## src/hdl/tuag_pkg.sv

```systemverilog
package tuag_pkg;

    localparam int SizeW    = 11;
    localparam int StrideW  = 24;
    localparam int SrcW     = 36;
    localparam int DstW     = 40;
    localparam int ModeW    = 2;
    localparam int CfgIdxW  = 3;
    localparam int CfgDataW = 24;
    localparam int NumDims  = 4;

    typedef enum logic [CfgIdxW-1:0] {
        CFG_MODE,
        CFG_SIZE_A,
        CFG_SIZE_B,
        CFG_SIZE_C,
        CFG_SIZE_D,
        CFG_STRIDE_A,
        CFG_STRIDE_B,
        CFG_STRIDE_C
    } t_cfg_idx;

    typedef logic [1:0] t_slot;

    localparam t_slot SLOT_L = 2'd0;
    localparam t_slot SLOT_K = 2'd1;
    localparam t_slot SLOT_I = 2'd2;
    localparam t_slot SLOT_J = 2'd3;

    // entry 0 is the innermost loop
    typedef t_slot [NumDims-1:0] t_order;

    function automatic t_order loop_order(input logic [ModeW-1:0] mode);
        t_order ord;
        case (mode)
            2'd0: begin
                ord = {SLOT_K, SLOT_I, SLOT_J, SLOT_L};
            end
            2'd1: begin
                ord = {SLOT_L, SLOT_I, SLOT_J, SLOT_K};
            end
            2'd2: begin
                ord = {SLOT_L, SLOT_K, SLOT_J, SLOT_I};
            end
            2'd3: begin
                ord = {SLOT_L, SLOT_K, SLOT_I, SLOT_J};
            end
            default: begin
                ord = {SLOT_K, SLOT_I, SLOT_J, SLOT_L};
            end
        endcase
        return ord;
    endfunction

endpackage

```

## src/hdl/tuag_offset_pipe.sv

```systemverilog
module tuag_offset_pipe #(
    parameter int CntW = 10
) (
    input  logic                         i_clk,
    input  logic                         i_rst_n,
    input  logic                         i_valid,
    output logic                         o_ready,
    input  logic [CntW-1:0]              i_cnt_l,
    input  logic [CntW-1:0]              i_cnt_k,
    input  logic [CntW-1:0]              i_cnt_i,
    input  logic [CntW-1:0]              i_cnt_j,
    input  logic [tuag_pkg::DstW-1:0]    i_dest,
    input  logic                         i_last,
    input  logic [tuag_pkg::StrideW-1:0] i_stride_a,
    input  logic [tuag_pkg::StrideW-1:0] i_stride_b,
    input  logic [tuag_pkg::StrideW-1:0] i_stride_c,
    output logic                         o_valid,
    input  logic                         i_ready,
    output logic [tuag_pkg::SrcW-1:0]    o_source_offset,
    output logic [tuag_pkg::DstW-1:0]    o_dest_index,
    output logic                         o_last
);
    import tuag_pkg::*;

    localparam int ProdW = CntW + StrideW;

    logic            r_v2;
    logic [SrcW-1:0] r_l2;
    logic [SrcW-1:0] r_pa2;
    logic [SrcW-1:0] r_pb2;
    logic [SrcW-1:0] r_pc2;
    logic [DstW-1:0] r_dest2;
    logic            r_last2;

    logic            r_v3;
    logic [SrcW-1:0] r_sum_lo3;
    logic [SrcW-1:0] r_sum_hi3;
    logic [DstW-1:0] r_dest3;
    logic            r_last3;

    logic            r_v4;
    logic [SrcW-1:0] r_src4;
    logic [DstW-1:0] r_dest4;
    logic            r_last4;

    logic             adv2;
    logic             adv3;
    logic             adv4;
    logic [ProdW-1:0] prod_a;
    logic [ProdW-1:0] prod_b;
    logic [ProdW-1:0] prod_c;

    assign adv4    = !r_v4 || i_ready;
    assign adv3    = !r_v3 || adv4;
    assign adv2    = !r_v2 || adv3;
    assign o_ready = adv2;

    assign prod_a = ProdW'(i_cnt_k) * ProdW'(i_stride_a);
    assign prod_b = ProdW'(i_cnt_i) * ProdW'(i_stride_b);
    assign prod_c = ProdW'(i_cnt_j) * ProdW'(i_stride_c);

    always_ff @(posedge i_clk) begin
        if (!i_rst_n) begin
            r_v2 <= 1'b0;
            r_v3 <= 1'b0;
            r_v4 <= 1'b0;
        end else begin
            if (adv2) begin
                r_v2 <= i_valid;
            end
            if (adv3) begin
                r_v3 <= r_v2;
            end
            if (adv4) begin
                r_v4 <= r_v3;
            end
        end
    end

    always_ff @(posedge i_clk) begin
        if (adv2 && i_valid) begin
            r_l2    <= SrcW'(i_cnt_l);
            r_pa2   <= SrcW'(prod_a);
            r_pb2   <= SrcW'(prod_b);
            r_pc2   <= SrcW'(prod_c);
            r_dest2 <= i_dest;
            r_last2 <= i_last;
        end
        if (adv3 && r_v2) begin
            r_sum_lo3 <= r_l2 + r_pa2;
            r_sum_hi3 <= r_pb2 + r_pc2;
            r_dest3   <= r_dest2;
            r_last3   <= r_last2;
        end
        if (adv4 && r_v3) begin
            r_src4  <= r_sum_lo3 + r_sum_hi3;
            r_dest4 <= r_dest3;
            r_last4 <= r_last3;
        end
    end

    assign o_valid         = r_v4;
    assign o_source_offset = r_src4;
    assign o_dest_index    = r_dest4;
    assign o_last          = r_last4;

endmodule

```

## src/hdl/tensor_unfold_address_generator_unit.sv

```systemverilog
// Gather address generator for unfolding a strided 4D tensor into a matrix.
// Configuration: a write port (i_cfg_we, i_cfg_index, i_cfg_data) sets the
// loop order, the four extents and the three strides; write only while idle.
// Input channel (i_valid / o_ready, field i_restart): each accepted word is
// one tick of the walk. With i_restart high the counters restart, so that
// tick yields the first element of the unfolding.
// Output channel (o_valid / i_ready): one word per accepted input word, with
// the source offset, the destination index and a last flag. After the last
// element the counters wrap to zero on their own.
// Throughput: one word per cycle while the receiver accepts. Each word is
// registered in the counter stage, and the offset multiply and sum then run
// in a three-stage pipeline behind it before the word is valid on the output.
// When the receiver stalls, the pipeline fills its empty stages and then
// drops o_ready; nothing is lost or repeated.
// Reset: synchronous, active low. Counters and destination index go to zero,
// extents to 1, mode and strides to 0, and all pipeline stages empty.
module tensor_unfold_address_generator_unit #(
    parameter int DIM_MAX = 1024
) (
    input  logic                          i_clk,
    input  logic                          i_rst_n,
    input  logic                          i_cfg_we,
    input  logic [tuag_pkg::CfgIdxW-1:0]  i_cfg_index,
    input  logic [tuag_pkg::CfgDataW-1:0] i_cfg_data,
    input  logic                          i_valid,
    output logic                          o_ready,
    input  logic                          i_restart,
    output logic                          o_valid,
    input  logic                          i_ready,
    output logic [tuag_pkg::SrcW-1:0]     o_source_offset,
    output logic [tuag_pkg::DstW-1:0]     o_dest_index,
    output logic                          o_last
);
    import tuag_pkg::*;

    localparam int CntW = $clog2(DIM_MAX);
    localparam int ExtW = (CntW + 1 > SizeW) ? CntW + 1 : SizeW;

    logic [ModeW-1:0]   r_mode;
    logic [SizeW-1:0]   r_size   [NumDims];
    logic [StrideW-1:0] r_stride_a;
    logic [StrideW-1:0] r_stride_b;
    logic [StrideW-1:0] r_stride_c;

    logic [CntW-1:0] r_cnt [NumDims];
    logic [DstW-1:0] r_dest;

    logic            r_v1;
    logic [CntW-1:0] r_s1_cnt [NumDims];
    logic [DstW-1:0] r_s1_dest;
    logic            r_s1_last;

    logic            pipe_ready;
    logic            adv1;
    logic            accept;
    logic [CntW-1:0] cur      [NumDims];
    logic [CntW-1:0] n_cnt    [NumDims];
    logic [ExtW-1:0] ext      [NumDims];
    logic [NumDims-1:0] fin;
    logic [DstW-1:0] cur_dest;
    logic [DstW-1:0] n_dest;
    logic            cur_last;
    t_order          ord;

    assign adv1    = !r_v1 || pipe_ready;
    assign o_ready = adv1;
    assign accept  = i_valid && adv1;

    always_ff @(posedge i_clk) begin
        if (!i_rst_n) begin
            r_mode     <= '0;
            r_stride_a <= '0;
            r_stride_b <= '0;
            r_stride_c <= '0;
            for (int s = 0; s < NumDims; s++) begin
                r_size[s] <= SizeW'(1);
            end
        end else if (i_cfg_we) begin
            case (t_cfg_idx'(i_cfg_index))
                CFG_MODE: begin
                    r_mode <= i_cfg_data[ModeW-1:0];
                end
                CFG_SIZE_A: begin
                    r_size[SLOT_L] <= i_cfg_data[SizeW-1:0];
                end
                CFG_SIZE_B: begin
                    r_size[SLOT_K] <= i_cfg_data[SizeW-1:0];
                end
                CFG_SIZE_C: begin
                    r_size[SLOT_I] <= i_cfg_data[SizeW-1:0];
                end
                CFG_SIZE_D: begin
                    r_size[SLOT_J] <= i_cfg_data[SizeW-1:0];
                end
                CFG_STRIDE_A: begin
                    r_stride_a <= i_cfg_data[StrideW-1:0];
                end
                CFG_STRIDE_B: begin
                    r_stride_b <= i_cfg_data[StrideW-1:0];
                end
                CFG_STRIDE_C: begin
                    r_stride_c <= i_cfg_data[StrideW-1:0];
                end
                default: begin
                end
            endcase
        end
    end

    // extents clamped to 1..DIM_MAX; a counter at or past its extent minus one is final
    always_comb begin
        logic carry;
        carry = 1'b1;
        ord   = loop_order(r_mode);
        for (int s = 0; s < NumDims; s++) begin
            cur[s] = i_restart ? '0 : r_cnt[s];
            if (r_size[s] == '0) begin
                ext[s] = ExtW'(1);
            end else if (ExtW'(r_size[s]) > ExtW'(DIM_MAX)) begin
                ext[s] = ExtW'(DIM_MAX);
            end else begin
                ext[s] = ExtW'(r_size[s]);
            end
            fin[s]   = (ExtW'(cur[s]) + ExtW'(1)) >= ext[s];
            n_cnt[s] = cur[s];
        end
        for (int n = 0; n < NumDims; n++) begin
            if (carry) begin
                if (fin[ord[n]]) begin
                    n_cnt[ord[n]] = '0;
                end else begin
                    n_cnt[ord[n]] = cur[ord[n]] + CntW'(1);
                    carry         = 1'b0;
                end
            end
        end
        cur_dest = i_restart ? '0 : r_dest;
        cur_last = &fin;
        n_dest   = cur_last ? '0 : cur_dest + DstW'(1);
    end

    always_ff @(posedge i_clk) begin
        if (!i_rst_n) begin
            r_dest <= '0;
            r_v1   <= 1'b0;
            for (int s = 0; s < NumDims; s++) begin
                r_cnt[s] <= '0;
            end
        end else begin
            if (adv1) begin
                r_v1 <= i_valid;
            end
            if (accept) begin
                r_dest <= n_dest;
                for (int s = 0; s < NumDims; s++) begin
                    r_cnt[s] <= n_cnt[s];
                end
            end
        end
    end

    always_ff @(posedge i_clk) begin
        if (accept) begin
            r_s1_dest <= cur_dest;
            r_s1_last <= cur_last;
            for (int s = 0; s < NumDims; s++) begin
                r_s1_cnt[s] <= cur[s];
            end
        end
    end

    tuag_offset_pipe #(
        .CntW (CntW)
    ) u_offset_pipe (
        .i_clk           (i_clk),
        .i_rst_n         (i_rst_n),
        .i_valid         (r_v1),
        .o_ready         (pipe_ready),
        .i_cnt_l         (r_s1_cnt[SLOT_L]),
        .i_cnt_k         (r_s1_cnt[SLOT_K]),
        .i_cnt_i         (r_s1_cnt[SLOT_I]),
        .i_cnt_j         (r_s1_cnt[SLOT_J]),
        .i_dest          (r_s1_dest),
        .i_last          (r_s1_last),
        .i_stride_a      (r_stride_a),
        .i_stride_b      (r_stride_b),
        .i_stride_c      (r_stride_c),
        .o_valid         (o_valid),
        .i_ready         (i_ready),
        .o_source_offset (o_source_offset),
        .o_dest_index    (o_dest_index),
        .o_last          (o_last)
    );

endmodule

```

## config.mk

```make
export PLATFORM = sky130hd
export DESIGN_NAME = tensor_unfold_address_generator_unit
export DESIGN_NICKNAME = d
export VERILOG_FILES = /design/src/hdl/tuag_pkg.sv /design/src/hdl/tuag_offset_pipe.sv /design/src/hdl/tensor_unfold_address_generator_unit.sv
export SDC_FILE = /design/constraint.sdc
export NUM_CORES = 2
export LEC_CHECK = 0
export ABC_AREA = 1
export BUFFER_PORTS_ARGS = -buffer_cell sky130_fd_sc_hd__buf_2
export CAP_MARGIN = 25
export CORE_UTILIZATION = 45
export CTS_CLUSTER_DIAMETER = 80
export DETAILED_ROUTE_END_ITERATION = 16
export SYNTH_ARGS = -nofsm -noshare
export SYNTH_HDL_FRONTEND = slang
export SYNTH_SLANG_ARGS = --single-unit
```

## constraint.sdc

```tcl
create_clock -name i_clk -period 13.8 [get_ports i_clk]
set_input_delay 0.69 -clock i_clk [delete_from_list [all_inputs] [get_ports i_clk]]
set_output_delay 0.69 -clock i_clk [all_outputs]
set_load 0.1 [all_outputs]
```

# == Word level (Yosys, flattened, before mapping) ==
# Memories as Yosys holds them, arrays and structs flattened. A register that Yosys moved wholly into a read port is not among the register bits.
# Cells that the tools add are included.
# word_totals
register_bits,492
ramBits,124
inputBits,33
out_inout_bits,79
wordCells,206
n_memories,3
# memory_table
memory,depth,word_bits,read_ports,rd_ports_with_merged_regs,write_ports,line_no,source
r_size,4,11,4,0,4,tensor_unfold_address_generator_unit.sv:40,logic [SizeW-1:0] r_size [NumDims];
r_cnt,4,10,4,0,4,tensor_unfold_address_generator_unit.sv:45,logic [CntW-1:0] r_cnt [NumDims];
r_s1_cnt,4,10,4,1,4,tensor_unfold_address_generator_unit.sv:49,logic [CntW-1:0] r_s1_cnt [NumDims];
# op_classes
addsub,12
mul,3
order_cmp,20
eq_ne,10
muxes,88
n_bitwise,20
n_reduce_logical,27
# ops
cell,count
$mux W40,9
$mux W10,20
$and A40 B40 Y40,4
$bwmux W40,4
$not A40 Y40,4
$mux W11,12
$mul A10 B24 Y34,3
$bmux W10 S2,4
$demux W10 S2,4
$add A10 B1 Y11 const B,4
$ge A11 B11 Y1,4
$gt A11 B11 Y1 const B,4
$logic_not A11 Y1,4
$add A10 B1 Y10 const B,4
$add A40 B1 Y40 const B,1
$add A36 B36 Y36,1
$add A10 B34 Y35,1
$add A34 B34 Y35,1
$pmux W8 S4,1
$mux W1,30
$eq A3 B3 Y1 const B,4
$ge A3 B3 Y1 const B,4
$lt A2 B3 Y1 const B,4
$lt A3 B1 Y1 const B,4
other kinds (14),45

# == Logic depth before layout (Yosys ltp) ==
# depth
depth_word,20
depth_mapped,32

# == Cells and area by module ==
# Synthesis repeated with hierarchy kept, for this count alone.
# hier_totals
cells_unflattened,7123
area_unflattened_um2,56347.8
# by_module_without_submodules
mod,n_inst,cells_per_inst,area_each_um2,seq_area_each_um2
tuag_offset_pipe,1,5157,40940.5,10299.9
tensor_unfold_address_generator_unit,1,1966,15407.3,7257.0

# == Worst setup path before layout ==
# OpenSTA, ideal clock, no wires.
# synth_timing
kind,register -> register
start,"reg u_offset_pipe.r_v4, in the netlist u_offset_pipe.o_valid"
end,"mem r_cnt[0][0], enable pin"
setup_time_ps,420
t_arrival_ps,6805
required_ps,13380
setup_slack_ps,6575
path_stages_with_launch,13
path_buffers,1
path_cell_list,dfxtp_1 inv_1 nor2_1 inv_1 nor2_1 inv_1 nor2_1 inv_1 nor2_1 nor2_1 nor2_1 inv_1 clkbuf_1
# synth_lines
item,line_no,source
from (decl),tuag_offset_pipe.sv:41,logic r_v4;
from (signal assigned),tuag_offset_pipe.sv:75,r_v4 <= r_v3;
to (decl),tensor_unfold_address_generator_unit.sv:45,

==> flow_summary.toml <==
[synth]
yosysSeqAreaShare_pct = 32.8
syn-cell-area_um2 = 53500
syn-num-nets = 7128
synth_ff_type = "edfxtp_1"
synth_top_area_share_pct = 28.4
synth-async-reset-ratio_pct = 0
synth_edf_count = 506
synth.most_common_cell = "nand2_1"
ys_types = 61
ys_warn_count = 0
synthTopCellsByCount = "nand2_1 (1479), inv_1 (1286), fa_1 (525), edfxtp_1 (506), nor2_1 (414)"
syn_area_per_cell_um2 = 8.58
syn_inst = 6231
yosysTopAreaCell = "edfxtp_1"
yosys-top-cells-area = "edfxtp_1 (28%), fa_1 (20%), nand2_1 (10%)"
ys_ff_latch = 624

[cts]
cts_buffers = 76
ctsResizeCount = 0
cts_tree = "done"
clockBufferDepth = 3
postCtsSetupRepairBufs = 0
root_buffer = "clkbuf_16"
clk_pin_slew_ns = 0.06
h-tree-depth = 3
cts_sinks = 624
clkLatencyLatePin_ns = 0.67
postCtsHoldBufs = 0

[global_routing]
first_global_vias = 41400
grt_start_max_net_pins = 89
grt_pass1_wl_um = 231000
grt.overflow.total = 0
antenna_found_initial = 3
grt_usage_pct = 24.5

[power]
p_leak_uw = 0.0301
p_sw_uw = 1570
p_seq_share_pct = 43.0
switching_share_pct = 30.2
irDropWorstVdd_uv = 105
pwr-share-clk_pct = 40.1
p_int_uw = 3620
p_comb_share_pct = 16.8
cellPowerDensity_nw_per_um2 = 88.9

[routing]
drt_pass1_iterations = 12
routed_via_density = 5.22
drt_iter0_markers = 3393
drc_errors = 2
wire_per_inst_um = 18.5
routed_wirelength_um = 145000
vias = 41000
detail-route-antenna-nets = 0

[setup_path]
r2r_start = "r_s1_cnt[2][2]$_DFFE_PP_"
crit_fanout = 24
required_ns = 14.18
critPathLaunch = "r_s1_cnt[2][2]$_DFFE_PP_"
start_kind = "flop"
regToRegEndpoint = "u_offset_pipe.r_pb2[31]$_DFFE_PP_"
cp-end-kind = "flop"
ff2ff_setup_slack_ns = 7.48
reg2regPathDepth = 19
crit_end = "u_offset_pipe.r_pb2[31]$_DFFE_PP_"
critPathArrivalTime_ns = 6.70
crit_type = "reg -> reg"

[floorplanning]
core_area_um2 = 118000
initial_utilization_pct = 45.4
dieArea_um2 = 120000
die_h_um = 347
num_rows = 126
die_x_um = 347
io_pins = 112

[layout]
drive_above_1_share_pct = 5.38
nNetsFinal = 7158
final_cell_count_no_fill = 7859
syn_to_final_growth_pct = 9.01

[timing]
finalHoldViolCount = 0
min_period_over_period_pct = 45.8
setup_tns_ns = 0
slew-limit-headroom_pct = 26.9
hold-worst-slack_ns = 0.341
worst_pin_slew_ns = 1.10
max_freq_mhz = 158
rsz0062_at_grt = "false"
finClkSkew_ns = 0.0561
report.final.slew_viol_count = 0
finalSetupViolations = 0
period_minus_slack_ns = 6.32

[placed_design]
place_congestion = 0.951
io_buffers = 111
dp.cells = 7709
dpl.hpwl_um = 113000

[run]
drv_cap = 0

[worst_hold_path]
hold_class = "in -> reg"
min-delay-start = "i_ready"

[status]
outcome = "finished with violations"
violations = "DRC"
-- worst min path at each step --
stage	endpoint	slack [ns]	depth (start not counted)
final	u_offset_pipe.o_valid$_SDFFE_PN0P_	0.34	4
after global routing	u_offset_pipe.o_valid$_SDFFE_PN0P_	0.33	4
after CTS	u_offset_pipe.o_valid$_SDFFE_PN0P_	0.30	4
after detailed placement	u_offset_pipe.r_dest2[20]$_DFFE_PP_	0.40	0
after global placement	u_offset_pipe.r_dest2[20]$_DFFE_PP_	0.40	0
after floorplan	u_offset_pipe.o_dest_index[0]$_DFFE_PP_	0.40	0
-- through the flow --
| step | instance area (µm²) | util [%] | worst slack (ns) | total power, µW |
|---|---|---|---|---|
| 3_5_place_dp | 55400 | 47.0 | 7.48 | 3130 |
| 6_report | 58300 | 49.4 | 7.48 | 5180 |
| 4_1_cts | 58000 | 49.2 | 7.51 | 5210 |
| 3_3_place_gp | 55400 | 46.9 | 7.62 | 3120 |
| 2_1_floorplan | 53500 | - | 6.57 | 2850 |
| 5_1_grt | 58300 | 49.4 | 7.20 | 5410 |
-- power by group through the flow --
stage	clock network [µW]	registers (µW)	logic, µW
2_1_floorplan	0	2250	600
3_3_place_gp	0	2280	840
3_5_place_dp	0	2280	847
4_1_cts	2120	2240	852
5_1_grt	2190	2240	977
6_report	2080	2230	872
-- cells in the final DEF (no fill, tap or decap), types with 38 or more instances in the layout --
master     count
fa_1         525
a21oi_1      316
nor2_1       409
nor3_1        48
xor2_1       167
o21ai_0      256
dfxtp_1      118
xnor2_1       91
clkbuf_16     76
nand3_1      191
ha_1         339
nand4_1       38
buf_2        111
inv_1       1283
nand2_1     1479
edfxtp_1     506
-- routing by layer --
metal | vias to the layer above | global-route usage, % | share of wire (%)
met4 | 0 | 7.59 | 3.0
met5 | - | 0 | 0
met1 | 20000 | 34.7 | 46
li1 | 19500 | - | -
met3 | 232 | 3.42 | 6.2
met2 | 1260 | 38.8 | 45
-- worst max-delay path: stages, from the launching register on --
cell and delay, ns:
edfxtp_1 1.07, nand2_1 0.19, fa_1 0.55, inv_1 0.05, fa_1 0.49, inv_1 0.05
fa_1 0.52, inv_1 0.05, fa_1 0.47, inv_1 0.05, fa_1 0.47, inv_1 0.04
ha_1 0.33, nand2_1 0.11, o21ai_0 0.51, a21oi_1 0.22, o21ai_0 0.51, nand3_1 0.13
nand2_1 0.13, xor2_1 0.07
-- layout make-up --
cell class | instances | area, µm²
fillers | 11200 | 59600
multi-input cells | 4111 | 30200
flip-flops and latches | 624 | 17600
inverters | 1300 | 4890
clock buffers | 92 | 1980
well taps | 1536 | 1920
repair buffers | 148 | 1040
clock inverters | 46 | 664
diodes | 2 | 5.00
-- cell families after synthesis --
| kind of cell | count (synthesis) | share of synthesized area, % |
|---|---|---|
| xor+xnor | 258 | 4.22 |
| flops | 624 | 32.8 |
| fa+ha+maj | 864 | 27.6 |
| simple gates | 2263 | 17.3 |
| buf+inv | 1496 | 10.7 |
| compound gates | 726 | 7.36 |
-- sequential cells by signal (all words and copies together) (netlist names), 2 cells and up --
signal,cells
u_offset_pipe.r_l2,10
u_offset_pipe.o_dest_index,40
u_offset_pipe.r_sum_lo3,35
r_mode,2
u_offset_pipe.o_source_offset,36
r_stride_c,24
u_offset_pipe.r_sum_hi3,35
r_dest,40
u_offset_pipe.r_pb2,34
r_stride_b,24
u_offset_pipe.r_dest3,40
u_offset_pipe.r_pa2,34
u_offset_pipe.r_pc2,34
r_s1_dest,40
u_offset_pipe.r_dest2,40
r_cnt,40
r_size,44
r_s1_cnt,40
r_stride_a,24
Power figures use the tool's default switching activity.
